**src/rtl/core/fssc_pkg.sv**
```systemverilog
// Package for the frame session stamp CRC block.
// Word types, header and command constants, and the byte-wide CRC-16 step.
// No dependencies.
`default_nettype none

package fssc_pkg;

  // Frame layout
  localparam logic [7:0]  HdrByte0   = 8'hCA;
  localparam logic [7:0]  HdrByte1   = 8'hFD;
  localparam logic [8:0]  HdrLen     = 9'd7;
  localparam logic [8:0]  SessionAt  = 9'd11;
  localparam logic [8:0]  SessionEnd = 9'd14;
  localparam logic [7:0]  MinPayload = 8'd16;
  localparam logic [8:0]  PosMax     = 9'd511;

  // Command identifiers
  localparam logic [31:0] CmdId0 = 32'h0000_0080;
  localparam logic [31:0] CmdId1 = 32'h0000_0091;
  localparam logic [31:0] CmdId2 = 32'h0000_0101;
  localparam logic [31:0] CmdId3 = 32'h0000_0111;
  localparam logic [31:0] CmdId4 = 32'h0000_0121;

  // CRC-16/CCITT-FALSE
  localparam logic [15:0] CrcInit = 16'hFFFF;
  localparam logic [15:0] CrcPoly = 16'h1021;

  localparam logic [31:0] SessionReset = 32'h0000_0001;

  typedef struct packed {
    logic [7:0] data_byte;
    logic       frame_end;
  } in_word_t;

  typedef struct packed {
    logic        updated;
    logic [15:0] crc_value;
    logic [8:0]  crc_position;
  } out_word_t;

  // One byte through the CRC, MSB first, eight shift steps
  function automatic logic [15:0] crc16_byte(input logic [15:0] crc, input logic [7:0] b);
    logic [15:0] c;
    c = crc ^ {b, 8'h00};
    for (int k = 0; k < 8; k++) begin
      if (c[15]) begin
        c = {c[14:0], 1'b0} ^ CrcPoly;
      end else begin
        c = {c[14:0], 1'b0};
      end
    end
    return c;
  endfunction

  function automatic logic is_command(input logic [31:0] id);
    return (id == CmdId0) || (id == CmdId1) || (id == CmdId2) ||
           (id == CmdId3) || (id == CmdId4);
  endfunction

endpackage

`default_nettype wire

```
**src/rtl/core/fssc_in_stage.sv**
```systemverilog
// Input register of the frame session stamp CRC block.
// Holds one accepted word until the frame logic takes it; uses fssc_pkg.
`default_nettype none

module fssc_in_stage (
  input  wire                 clk_i,
  input  wire                 rst_ni,
  input  wire                 in_valid_i,
  output logic                in_stall_o,
  input  fssc_pkg::in_word_t  in_word_i,
  input  wire                 out_free_i,
  output logic                move_o,
  output fssc_pkg::in_word_t  word_o
);

  logic               valid_q, valid_d;
  fssc_pkg::in_word_t word_q;
  logic               load;

  // A non-final byte always moves on; the final one needs a free result slot
  assign move_o     = valid_q && (!word_q.frame_end || out_free_i);
  assign in_stall_o = valid_q && !move_o;
  assign load       = in_valid_i && !in_stall_o;
  assign word_o     = word_q;

  always_comb begin
    valid_d = valid_q;
    if (load) begin
      valid_d = 1'b1;
    end else if (move_o) begin
      valid_d = 1'b0;
    end
  end

  always_ff @(posedge clk_i or negedge rst_ni) begin
    if (!rst_ni) begin
      valid_q <= 1'b0;
    end else begin
      valid_q <= valid_d;
    end
  end

  // Payload register, no reset
  always_ff @(posedge clk_i) begin
    if (load) begin
      word_q <= in_word_i;
    end
  end

endmodule

`default_nettype wire

```
**src/rtl/core/fssc_frame.sv**
```systemverilog
// Per-frame state and verdict logic of the frame session stamp CRC block.
// Header check, identifier, length, running CRC with session stamping; uses fssc_pkg.
`default_nettype none

module fssc_frame (
  input  wire                 clk_i,
  input  wire                 rst_ni,
  input  wire                 move_i,
  input  fssc_pkg::in_word_t  word_i,
  input  wire  [31:0]         session_i,
  output fssc_pkg::out_word_t res_o
);

  logic [8:0]  pos_q, pos_d;
  logic        hdr_q, hdr_d;
  logic [31:0] ident_q, ident_d;
  logic [7:0]  len_q, len_d;
  logic [15:0] crc_q, crc_d;

  logic        in_crc;
  logic        in_session;
  logic [1:0]  sess_sel;
  logic [7:0]  crc_in_byte;
  logic        ok;

  // Payload bytes 7 .. P+4 are covered; bytes 11..14 come from the session word
  assign in_crc     = (pos_q >= fssc_pkg::HdrLen) &&
                      ({1'b0, pos_q} <= ({2'b00, len_q} + 10'd4));
  assign in_session = (pos_q >= fssc_pkg::SessionAt) && (pos_q <= fssc_pkg::SessionEnd);
  // (pos - 11) mod 4 equals pos + 1 mod 4
  assign sess_sel   = pos_q[1:0] + 2'd1;

  always_comb begin
    case (sess_sel)
      2'd0:    crc_in_byte = session_i[7:0];
      2'd1:    crc_in_byte = session_i[15:8];
      2'd2:    crc_in_byte = session_i[23:16];
      default: crc_in_byte = session_i[31:24];
    endcase
    if (!in_session) begin
      crc_in_byte = word_i.data_byte;
    end
  end

  // State update for the byte at hand
  always_comb begin
    hdr_d   = hdr_q;
    ident_d = ident_q;
    len_d   = len_q;
    crc_d   = crc_q;
    if (pos_q == 9'd0 && word_i.data_byte != fssc_pkg::HdrByte0) begin
      hdr_d = 1'b0;
    end
    if (pos_q == 9'd1 && word_i.data_byte != fssc_pkg::HdrByte1) begin
      hdr_d = 1'b0;
    end
    if (pos_q >= 9'd2 && pos_q <= 9'd5) begin
      ident_d = {ident_q[23:0], word_i.data_byte};
    end
    if (pos_q == 9'd6) begin
      len_d = word_i.data_byte;
    end
    if (in_crc) begin
      crc_d = fssc_pkg::crc16_byte(crc_q, crc_in_byte);
    end
    pos_d = pos_q;
    if (pos_q != fssc_pkg::PosMax) begin
      pos_d = pos_q + 9'd1;
    end
  end

  // Verdict, valid only on the final byte
  assign ok = (pos_q >= 9'd6) && hdr_d && fssc_pkg::is_command(ident_d) &&
              (len_d >= fssc_pkg::MinPayload) &&
              ({1'b0, pos_q} == (10'd6 + {2'b00, len_d}));

  always_comb begin
    res_o.updated      = ok;
    res_o.crc_value    = ok ? crc_d : 16'h0000;
    res_o.crc_position = ok ? ({1'b0, len_d} + 9'd5) : 9'd0;
  end

  // Frame state; cleared after the final byte
  always_ff @(posedge clk_i or negedge rst_ni) begin
    if (!rst_ni) begin
      pos_q   <= 9'd0;
      hdr_q   <= 1'b1;
      ident_q <= 32'd0;
      len_q   <= 8'd0;
      crc_q   <= fssc_pkg::CrcInit;
    end else if (move_i) begin
      if (word_i.frame_end) begin
        pos_q   <= 9'd0;
        hdr_q   <= 1'b1;
        ident_q <= 32'd0;
        len_q   <= 8'd0;
        crc_q   <= fssc_pkg::CrcInit;
      end else begin
        pos_q   <= pos_d;
        hdr_q   <= hdr_d;
        ident_q <= ident_d;
        len_q   <= len_d;
        crc_q   <= crc_d;
      end
    end
  end

endmodule

`default_nettype wire

```
**src/rtl/core/fssc_out_stage.sv**
```systemverilog
// Result register of the frame session stamp CRC block.
// Holds one verdict word until the receiver takes it; uses fssc_pkg.
`default_nettype none

module fssc_out_stage (
  input  wire                  clk_i,
  input  wire                  rst_ni,
  input  wire                  load_i,
  input  fssc_pkg::out_word_t  res_i,
  output logic                 free_o,
  output logic                 out_valid_o,
  input  wire                  out_stall_i,
  output fssc_pkg::out_word_t  out_word_o
);

  logic                valid_q, valid_d;
  fssc_pkg::out_word_t word_q;

  assign free_o      = !valid_q || !out_stall_i;
  assign out_valid_o = valid_q;
  assign out_word_o  = word_q;

  always_comb begin
    valid_d = valid_q;
    if (load_i) begin
      valid_d = 1'b1;
    end else if (!out_stall_i) begin
      valid_d = 1'b0;
    end
  end

  always_ff @(posedge clk_i or negedge rst_ni) begin
    if (!rst_ni) begin
      valid_q <= 1'b0;
    end else begin
      valid_q <= valid_d;
    end
  end

  always_ff @(posedge clk_i) begin
    if (load_i) begin
      word_q <= res_i;
    end
  end

endmodule

`default_nettype wire

```
**src/rtl/core/frame_session_stamp_crc.sv**
```systemverilog
// Frame session stamp CRC: top level. Instantiates fssc_in_stage, fssc_frame,
// fssc_out_stage and the session register; uses fssc_pkg.
//
// Takes one frame byte per cycle (frame_end on the last byte) and gives one
// verdict word per frame: updated, the CRC-16/CCITT-FALSE over the payload
// without its last two bytes with the session word stamped into bytes 11..14
// (LSB first), and the CRC low-byte offset. One byte per cycle sustained if
// no verdict waits on a final byte: the byte-wide CRC step sits between the
// input register and the frame state. The verdict is loaded into the result
// register as the final byte leaves the input register; a waiting verdict
// stalls only the next frame's final byte. No clearing pass after reset.
`default_nettype none

module frame_session_stamp_crc (
  input  wire                  clk_i,
  input  wire                  rst_ni,
  input  wire                  in_valid_i,
  output logic                 in_stall_o,
  input  fssc_pkg::in_word_t   in_word_i,
  output logic                 out_valid_o,
  input  wire                  out_stall_i,
  output fssc_pkg::out_word_t  out_word_o,
  input  wire                  cfg_we_i,
  input  wire  [31:0]          cfg_wdata_i
);

  logic                verdict_load;
  logic [31:0]         session_word_q;
  logic                out_free;
  logic                move;
  fssc_pkg::in_word_t  s1_word;
  fssc_pkg::out_word_t res;

  // Session register
  always_ff @(posedge clk_i or negedge rst_ni) begin
    if (!rst_ni) begin
      session_word_q <= fssc_pkg::SessionReset;
    end else if (cfg_we_i) begin
      session_word_q <= cfg_wdata_i;
    end
  end

  fssc_in_stage u_in (
    .clk_i      (clk_i),
    .rst_ni     (rst_ni),
    .in_valid_i (in_valid_i),
    .in_stall_o (in_stall_o),
    .in_word_i  (in_word_i),
    .out_free_i (out_free),
    .move_o     (move),
    .word_o     (s1_word)
  );

  fssc_frame u_frame (
    .clk_i     (clk_i),
    .rst_ni    (rst_ni),
    .move_i    (move),
    .word_i    (s1_word),
    .session_i (session_word_q),
    .res_o     (res)
  );

  // A verdict is loaded when the final byte leaves the input register
  assign verdict_load = move && s1_word.frame_end;

  fssc_out_stage u_out (
    .clk_i       (clk_i),
    .rst_ni      (rst_ni),
    .load_i      (verdict_load),
    .res_i       (res),
    .free_o      (out_free),
    .out_valid_o (out_valid_o),
    .out_stall_i (out_stall_i),
    .out_word_o  (out_word_o)
  );

endmodule

`default_nettype wire

```
**config.mk**
```make
export PLATFORM = sky130hd
export DESIGN_NAME = frame_session_stamp_crc
export DESIGN_NICKNAME = d
export VERILOG_FILES = /design/src/rtl/core/fssc_pkg.sv /design/src/rtl/core/fssc_in_stage.sv /design/src/rtl/core/fssc_frame.sv /design/src/rtl/core/fssc_out_stage.sv /design/src/rtl/core/frame_session_stamp_crc.sv
export SDC_FILE = /design/constraint.sdc
export NUM_CORES = 1
export LEC_CHECK = 0
export BUFFER_PORTS_ARGS = -buffer_cell sky130_fd_sc_hd__buf_4
export CAP_MARGIN = 5
export CORE_ASPECT_RATIO = 2
export CORE_MARGIN = 5
export CORE_UTILIZATION = 57
export DETAILED_ROUTE_END_ITERATION = 16
export GPL_ROUTABILITY_DRIVEN = 1
export PLACE_DENSITY = 0.74
export SETUP_SLACK_MARGIN = 0.2
export SYNTH_ARGS = -nofsm -noshare
export SYNTH_HDL_FRONTEND = slang
export SYNTH_HIERARCHICAL = 1
export SYNTH_SLANG_ARGS = --single-unit
export TNS_END_PERCENT = 20
```
**constraint.sdc**
```tcl
create_clock -name clk_i -period 11.6 [get_ports clk_i]
set_input_delay 1.16 -clock clk_i [delete_from_list [all_inputs] [get_ports clk_i]]
set_output_delay 1.16 -clock clk_i [all_outputs]
set_load 0.005 [all_outputs]
```
# ---- Word-level counts from Yosys, hierarchy flattened
# Cells that the tools add are included.
dict set report op_classes {
  n_addsub 5
  order_cmp 8
  n_eq_ne 14
  mux 32
  bitwise_logic 9
  reduce_logical 29
}
# cell count
set op_table {}
lappend op_table {{$mux 16} 9}
lappend op_table {{$mux 13} 8}
lappend op_table {{$eq 32x9->1 const B} 3}
lappend op_table {{$eq 32x8->1 const B} 2}
lappend op_table {{$mux 32} 2}
lappend op_table {{$mux 8} 3}
lappend op_table {{$not 3->3} 8}
lappend op_table {{$pmux 8 s3} 1}
lappend op_table {{$add 8x3->9 const B} 2}
lappend op_table {{$ge 9x3->1 const B} 2}
lappend op_table {{$mux 9} 2}
lappend op_table {{$ne 8x8->1 const B} 2}
lappend op_table {{$xor 16x16->16} 1}
lappend op_table {{$logic_and 1x1->1} 13}
lappend op_table {{$eq 9x10->1} 1}
lappend op_table {{$le 9x10->1} 1}
lappend op_table {{$add 3x8->9 const A} 1}
lappend op_table {{$add 9x1->9 const B} 1}
lappend op_table {{$eq 9x1->1 const B} 1}
lappend op_table {{$eq 9x3->1 const B} 1}
lappend op_table {{$ge 9x2->1 const B} 1}
lappend op_table {{$ge 9x4->1 const B} 1}
lappend op_table {{$le 9x3->1 const B} 1}
lappend op_table {{$le 9x4->1 const B} 1}
lappend op_table {{13 further kinds} 29}
dict set report totals {
  ff_bits 135
  in_bits 46
  out_inout_bits 28
  elab_cells 110
}

# ---- Longest topological paths before layout
dict set report logic_depth {
  depth_word 30
  depth_mapped 18
}

# ---- Modules after synthesis
# The synthesis kept the hierarchy.
# module instances cells_per_inst area_per_inst_um2 seq_area_each_um2
set modules_own_cells {}
lappend modules_own_cells {fssc_frame 1 538 5024.8 1672.9}
lappend modules_own_cells {frame_session_stamp_crc 1 69 1352.5 802.0}
lappend modules_own_cells {fssc_out_stage 1 29 817.0 805.8}
lappend modules_own_cells {fssc_in_stage 1 16 342.8 295.3}

# ---- Worst setup path after synthesis
# No wires, ideal clock.
dict set report synth_path {
  path_kind {reg-to-reg}
  from {register u_frame.pos_q[1]}
  to {register u_out.word_q (netlist bit u_out/out_word_o[12]), data pin}
  arrival_time_ps 3580
  required_time_ps 11442
  path_slack_ps 7862
  stages_incl_launch_ff 18
  path_buffers 5
  synth_period_minus_slack_ps 3738
  cell_sequence {dfrtp_1 > buf_2 > and2_1 > nand4_1 > buf_6 > buf_4 > mux2i_1 > ha_1 > a31oi_1 > nand2_1 > a2111oi_0 > o221ai_1 > a2111oi_2 > nand4_1 > a211o_1 > buf_6 > buf_6 > a211oi_2}
}
dict set report synth_via {
  elab_chain_len 19
}
# item line_no
set synth_lines {}
lappend synth_lines {{start: declaration} fssc_frame.sv:14} ;# logic [8:0] pos_q, pos_d;
lappend synth_lines {{start signal: assignment} fssc_frame.sv:99} ;# pos_q <= pos_d;
lappend synth_lines {{$add 2x1->2} fssc_frame.sv:31} ;# assign sess_sel = pos_q[1:0] + 2'd1;
lappend synth_lines {{$eq 2x2->1 (tied with other cells)} fssc_frame.sv:34} ;# case (sess_sel)
lappend synth_lines {{$pmux 8 s3} fssc_frame.sv:34}
lappend synth_lines {{$mux 8} fssc_frame.sv:40} ;# if (!in_session) begin
lappend synth_lines {{$xor 16x16->16} fssc_pkg.sv:44} ;# c = crc ^ {b, 8'h00};
lappend synth_lines {{$not 3->3 (no line)} -}
lappend synth_lines {{$mux 13} fssc_pkg.sv:46} ;# if (c[15]) begin
lappend synth_lines {{$mux 16 (4 in a row)} fssc_frame.sv:63} ;# if (in_crc) begin
lappend synth_lines {{$mux 13} fssc_pkg.sv:46}
lappend synth_lines {{$mux 16} fssc_frame.sv:63}
lappend synth_lines {{$mux 13} fssc_pkg.sv:46}
lappend synth_lines {{$mux 16} fssc_frame.sv:63}
lappend synth_lines {{$mux 13} fssc_pkg.sv:46}
lappend synth_lines {{$mux 16} fssc_frame.sv:63}
lappend synth_lines {{$mux 13} fssc_pkg.sv:46}
lappend synth_lines {{$mux 16} fssc_frame.sv:63}
lappend synth_lines {{end signal: assignment} fssc_out_stage.sv:42} ;# word_q <= res_i;
lappend synth_lines {{end: declaration} fssc_out_stage.sv:17} ;# fssc_pkg::out_word_t word_q;
# Parallel ways exist; a longest one is shown, timed or not. The select of a mux whose other input is x is not followed.
# A chain may end at the register's enable or synchronous reset.

# ---- Final worst setup path
dict set report layout_path {
  from {register u_frame.pos_q[1]}
  to {register u_out.word_q (netlist bit u_out/out_word_o[8]), data pin}
}
dict set report layout_via {
  elab_chain_len 11
}
# item line_no
set layout_lines {}
lappend layout_lines {{$ge 9x2->1 or $le 9x3->1 (tied branches)} fssc_frame.sv:57} ;# if (pos_q >= 9'd2 && pos_q <= 9'd5) begin
lappend layout_lines {{$logic_and 1x1->1} fssc_frame.sv:57}
lappend layout_lines {{$mux 32} fssc_frame.sv:57}
lappend layout_lines {{$eq 32x8->1} fssc_pkg.sv:56} ;# return (id == CmdId0) || (id == CmdId1) || (id == CmdId2) ||
lappend layout_lines {{$logic_or 1x1->1 (3 in a row)} fssc_pkg.sv:56}
lappend layout_lines {{$logic_or 1x1->1} fssc_pkg.sv:57} ;# (id == CmdId3) || (id == CmdId4);
lappend layout_lines {{$logic_and 1x1->1 (2 in a row)} fssc_frame.sv:73} ;# assign ok = (pos_q >= 9'd6) && hdr_d && fssc_pkg::is_command(ident_d) &&
lappend layout_lines {{$logic_and 1x1->1} fssc_frame.sv:74} ;# (len_d >= fssc_pkg::MinPayload) &&
# Parallel ways exist; a longest one is shown, timed or not.

==> impl_metrics.env <==
export IMPL_hpwlAfterDp_mm=13.3
export IMPL_routed_top_layer="met4"
export IMPL_vias=5524
export IMPL_power_leakage_nw=3.68
export IMPL_grt_total_usage=0.239
export IMPL_wl_met2_mm=10.3
export IMPL_wl_met1_mm=7.11
export IMPL_status="complete, no violations"
export IMPL_fin_crit_sh=0.454
export IMPL_numCtsBuffers=17
export IMPL_synth_area_mm2=0.00754
export IMPL_hold_class="reg -> reg"
export IMPL_peakVddDrop_uv=154
export IMPL_dp_cells=833
export IMPL_ctsHoldBuffers=0
export IMPL_syn_area_per_cell_um2=11.6
export IMPL_antenna_found_initial=0
export IMPL_p_per_area_mw_per_mm2=197
export IMPL_vias_per_cell=6.39
export IMPL_drive_gt1_frac=0.255
export IMPL_synthCells=652
export IMPL_startpoint="u_frame/pos_q[1]"
export IMPL_pre_cts_ws_ps=6400
export IMPL_die_h_um=173
export IMPL_htreeDepth=4
export IMPL_core_area_mm2=0.0130
export IMPL_ff2ff_setup_slack_ps=6340
export IMPL_finalCriticalPeriod_ps=5260
export IMPL_setup_tns_ps=0
export IMPL_port_buffers=73
export IMPL_finalSetupViolations=0
export IMPL_instances_no_fill=865
export IMPL_slew_headroom=0.225
export IMPL_synth_warnings=6
export IMPL_finClkSkew_ps=10.8
export IMPL_post_cts_resized=0
export IMPL_clk_pin_slew_ps=60
export IMPL_drv_cap=0
export IMPL_ios=74
export IMPL_cts_path_max_buffers=2
export IMPL_yosys_area_top_type="dfrtp_1"
export IMPL_syn_nets=718
export IMPL_grt_pass1_wl_mm=30.1
export IMPL_grt_overflow_total=0
export IMPL_routed_wl_met3_um=721
export IMPL_initialDrtViolationCount=316
export IMPL_clock_latency_ps=420
export IMPL_die_area_mm2=0.0158
export IMPL_die_w_um=91.3
export IMPL_fin_area_mm2=0.00864
export IMPL_routed_wl_mm=18.8
export IMPL_globalplace_congestion=1.01
export IMPL_critPathRequiredTime_ps=11830
export IMPL_endpoint_kind="flip-flop"
export IMPL_cts_root_buffer="clkbuf_16"
export IMPL_finalWorstSetupSlack_ps=6340
export IMPL_ys_ff_latch=135
export IMPL_wl_per_cell_um=21.8
export IMPL_synth_top_cell_area_share=0.272
export IMPL_rsz0062_at_grt="false"
export IMPL_critical_path_class="reg -> reg"
export IMPL_placed_area_mm2=0.00805
export IMPL_synthArstFlopShare=0.741
export IMPL_worstMarginPinSlew_ps=1160
export IMPL_cp_max_fo=26
export IMPL_cp_arrival_ps=5500
export IMPL_synth_seq_area_share=0.474
export IMPL_grt_max_degree=67
export IMPL_area_growth_pct=14.6
export IMPL_yosysMostFrequentCell="dfrtp_1"
export IMPL_numClockSinks=135
export IMPL_slew_violations=0
export IMPL_grt_pass1_vias=5787
export IMPL_diodes=0
export IMPL_power_mw=1.70
export IMPL_synth_commonest_cells="dfrtp_1 (82), nor2_1 (42), a22oi_1 (35), edfxtp_1 (35), o2bb2ai_1 (35)"
export IMPL_ys_top_cells_by_area="dfrtp_1 (27%), edfxtp_1 (14%), dfstp_2 (6.3%)"
export IMPL_r2r_end="u_out/out_word_o[8]"
export IMPL_synthFlopType="dfrtp_1"
export IMPL_start_kind="flip-flop"
export IMPL_rr_worst_depth=12
export IMPL_synth_edff_count=35
export IMPL_cts_setup_buffers=0
export IMPL_drcViolationCount=0
export IMPL_num_rows=59
export IMPL_firstDrtPassIters=6
export IMPL_start_util=0.580
export IMPL_nets=766
export IMPL_worstReg2RegStart="u_frame/pos_q[1]"
export IMPL_endpoint="u_out/out_word_o[8]"
export IMPL_postRouteAntennaNets=0
export IMPL_cts_tree="built"
export IMPL_synth_cell_types=67
export IMPL_fmax_mhz=190
export IMPL_hold_violations=0
[kinds of logic (layout without fill, tap and decap cells)]
| family | after synthesis | after routing | share of synthesized area |
|---|---|---|---|
| and+or+nand+nor | 142 | 142 | 0.0979 |
| muxes | 63 | 63 | 0.106 |
| adders and majority gates | 20 | 20 | 0.0332 |
| AOI/OAI and AO/OA | 183 | 183 | 0.187 |
| buffers and inverters | 66 | 127 | 0.0466 |
| DFF | 135 | 135 | 0.474 |
| xor gates and xnor gates | 43 | 43 | 0.0549 |
[layout by cell type, fill, tap and decap left out, drive strengths merged, types with 18 or more instances in the layout]
master | netlist | layout
mux2i | 26 | 26
nand2 | 34 | 34
xnor2 | 31 | 31
o2bb2ai | 35 | 35
nor2 | 42 | 42
buf | 16 | 80
dfstp | 18 | 18
inv | 15 | 22
a22oi | 35 | 35
mux2 | 37 | 37
o21ai | 24 | 24
ha | 20 | 20
clkbuf | 35 | 18
o22a | 26 | 26
edfxtp | 35 | 35
dfrtp | 82 | 82
[report_power, final]
group	leakage [nW]	total, mW	switching [mW]	internal, mW
Sequential	1.59	0.689	0.101	0.587
Clock	0.284	0.543	0.221	0.322
Combinational	1.81	0.472	0.244	0.228
Total	3.68	1.70	0.566	1.14
[metal layers]
layer  vias to the layer above  GRT usage
li1                       2560          -
met1                      2736      0.265
met2                       176      0.424
met3                        52     0.0500
met4                         0      0.117
met5                         -          0
[critical path, cell delays in order, from the launching register on]
cell	delay (ps)
dfrtp_1	600
and2_1	280
nand4_1	830
mux2i_1	780
ha_1	350
a31oi_1	160
nand2_1	70
a2111oi_0	450
o221ai_1	220
a2111oi_2	280
nand4_1	140
a211o_1	570
nor3b_1	330
[per-stage QoR]
| stage | util | hold WS, ps |
|---|---|---|
| 2_1_floorplan | - | 469 |
| 3_3_place_gp | 0.619 | 487 |
| 3_5_place_dp | 0.619 | 493 |
| 4_1_cts | 0.665 | 512 |
| 5_1_grt | 0.665 | 522 |
| 6_report | 0.665 | 507 |
[flip-flops by register name, summed over array words and instances (netlist names)]
name	count
session_word_q	32
u_frame/ident_q	32
u_out/out_word_o	26
u_frame/crc_q	16
u_frame/pos_q	9
u_in/word_o	9
u_frame/len_q	8
u_frame/hdr_q	1
u_in/valid_q	1
u_out/out_valid_o	1
[how the worst min path moves through the flow]
| stage | slack (ps) | cells past startpoint | end | startpoint |
|---|---|---|---|---|
| CTS | 510 | 1 | u_frame/ident_q[26] | u_frame/ident_q[26] |
| floorplan | 470 | 1 | u_frame/ident_q[31] | u_frame/ident_q[31] |
| detailed placement | 490 | 1 | u_frame/ident_q[26] | u_frame/ident_q[26] |
| global route | 520 | 1 | session_word_q[8] | session_word_q[8] |
| global placement | 490 | 1 | u_out/out_valid_o | u_out/out_valid_o |
| finish | 510 | 1 | u_frame/ident_q[26] | u_frame/ident_q[26] |
[cell type report]
class / instances / area [um2]
Clock inverter: 14 / 163
Fill cell: 1004 / 4350
Sequential cell: 135 / 3580
Timing Repair Buffer: 80 / 601
Tap cell: 152 / 190
Clock buffer: 18 / 429
Multi-Input combinational cell: 451 / 3620
Inverter: 15 / 56.3
Power figures use the tool's default switching activity.
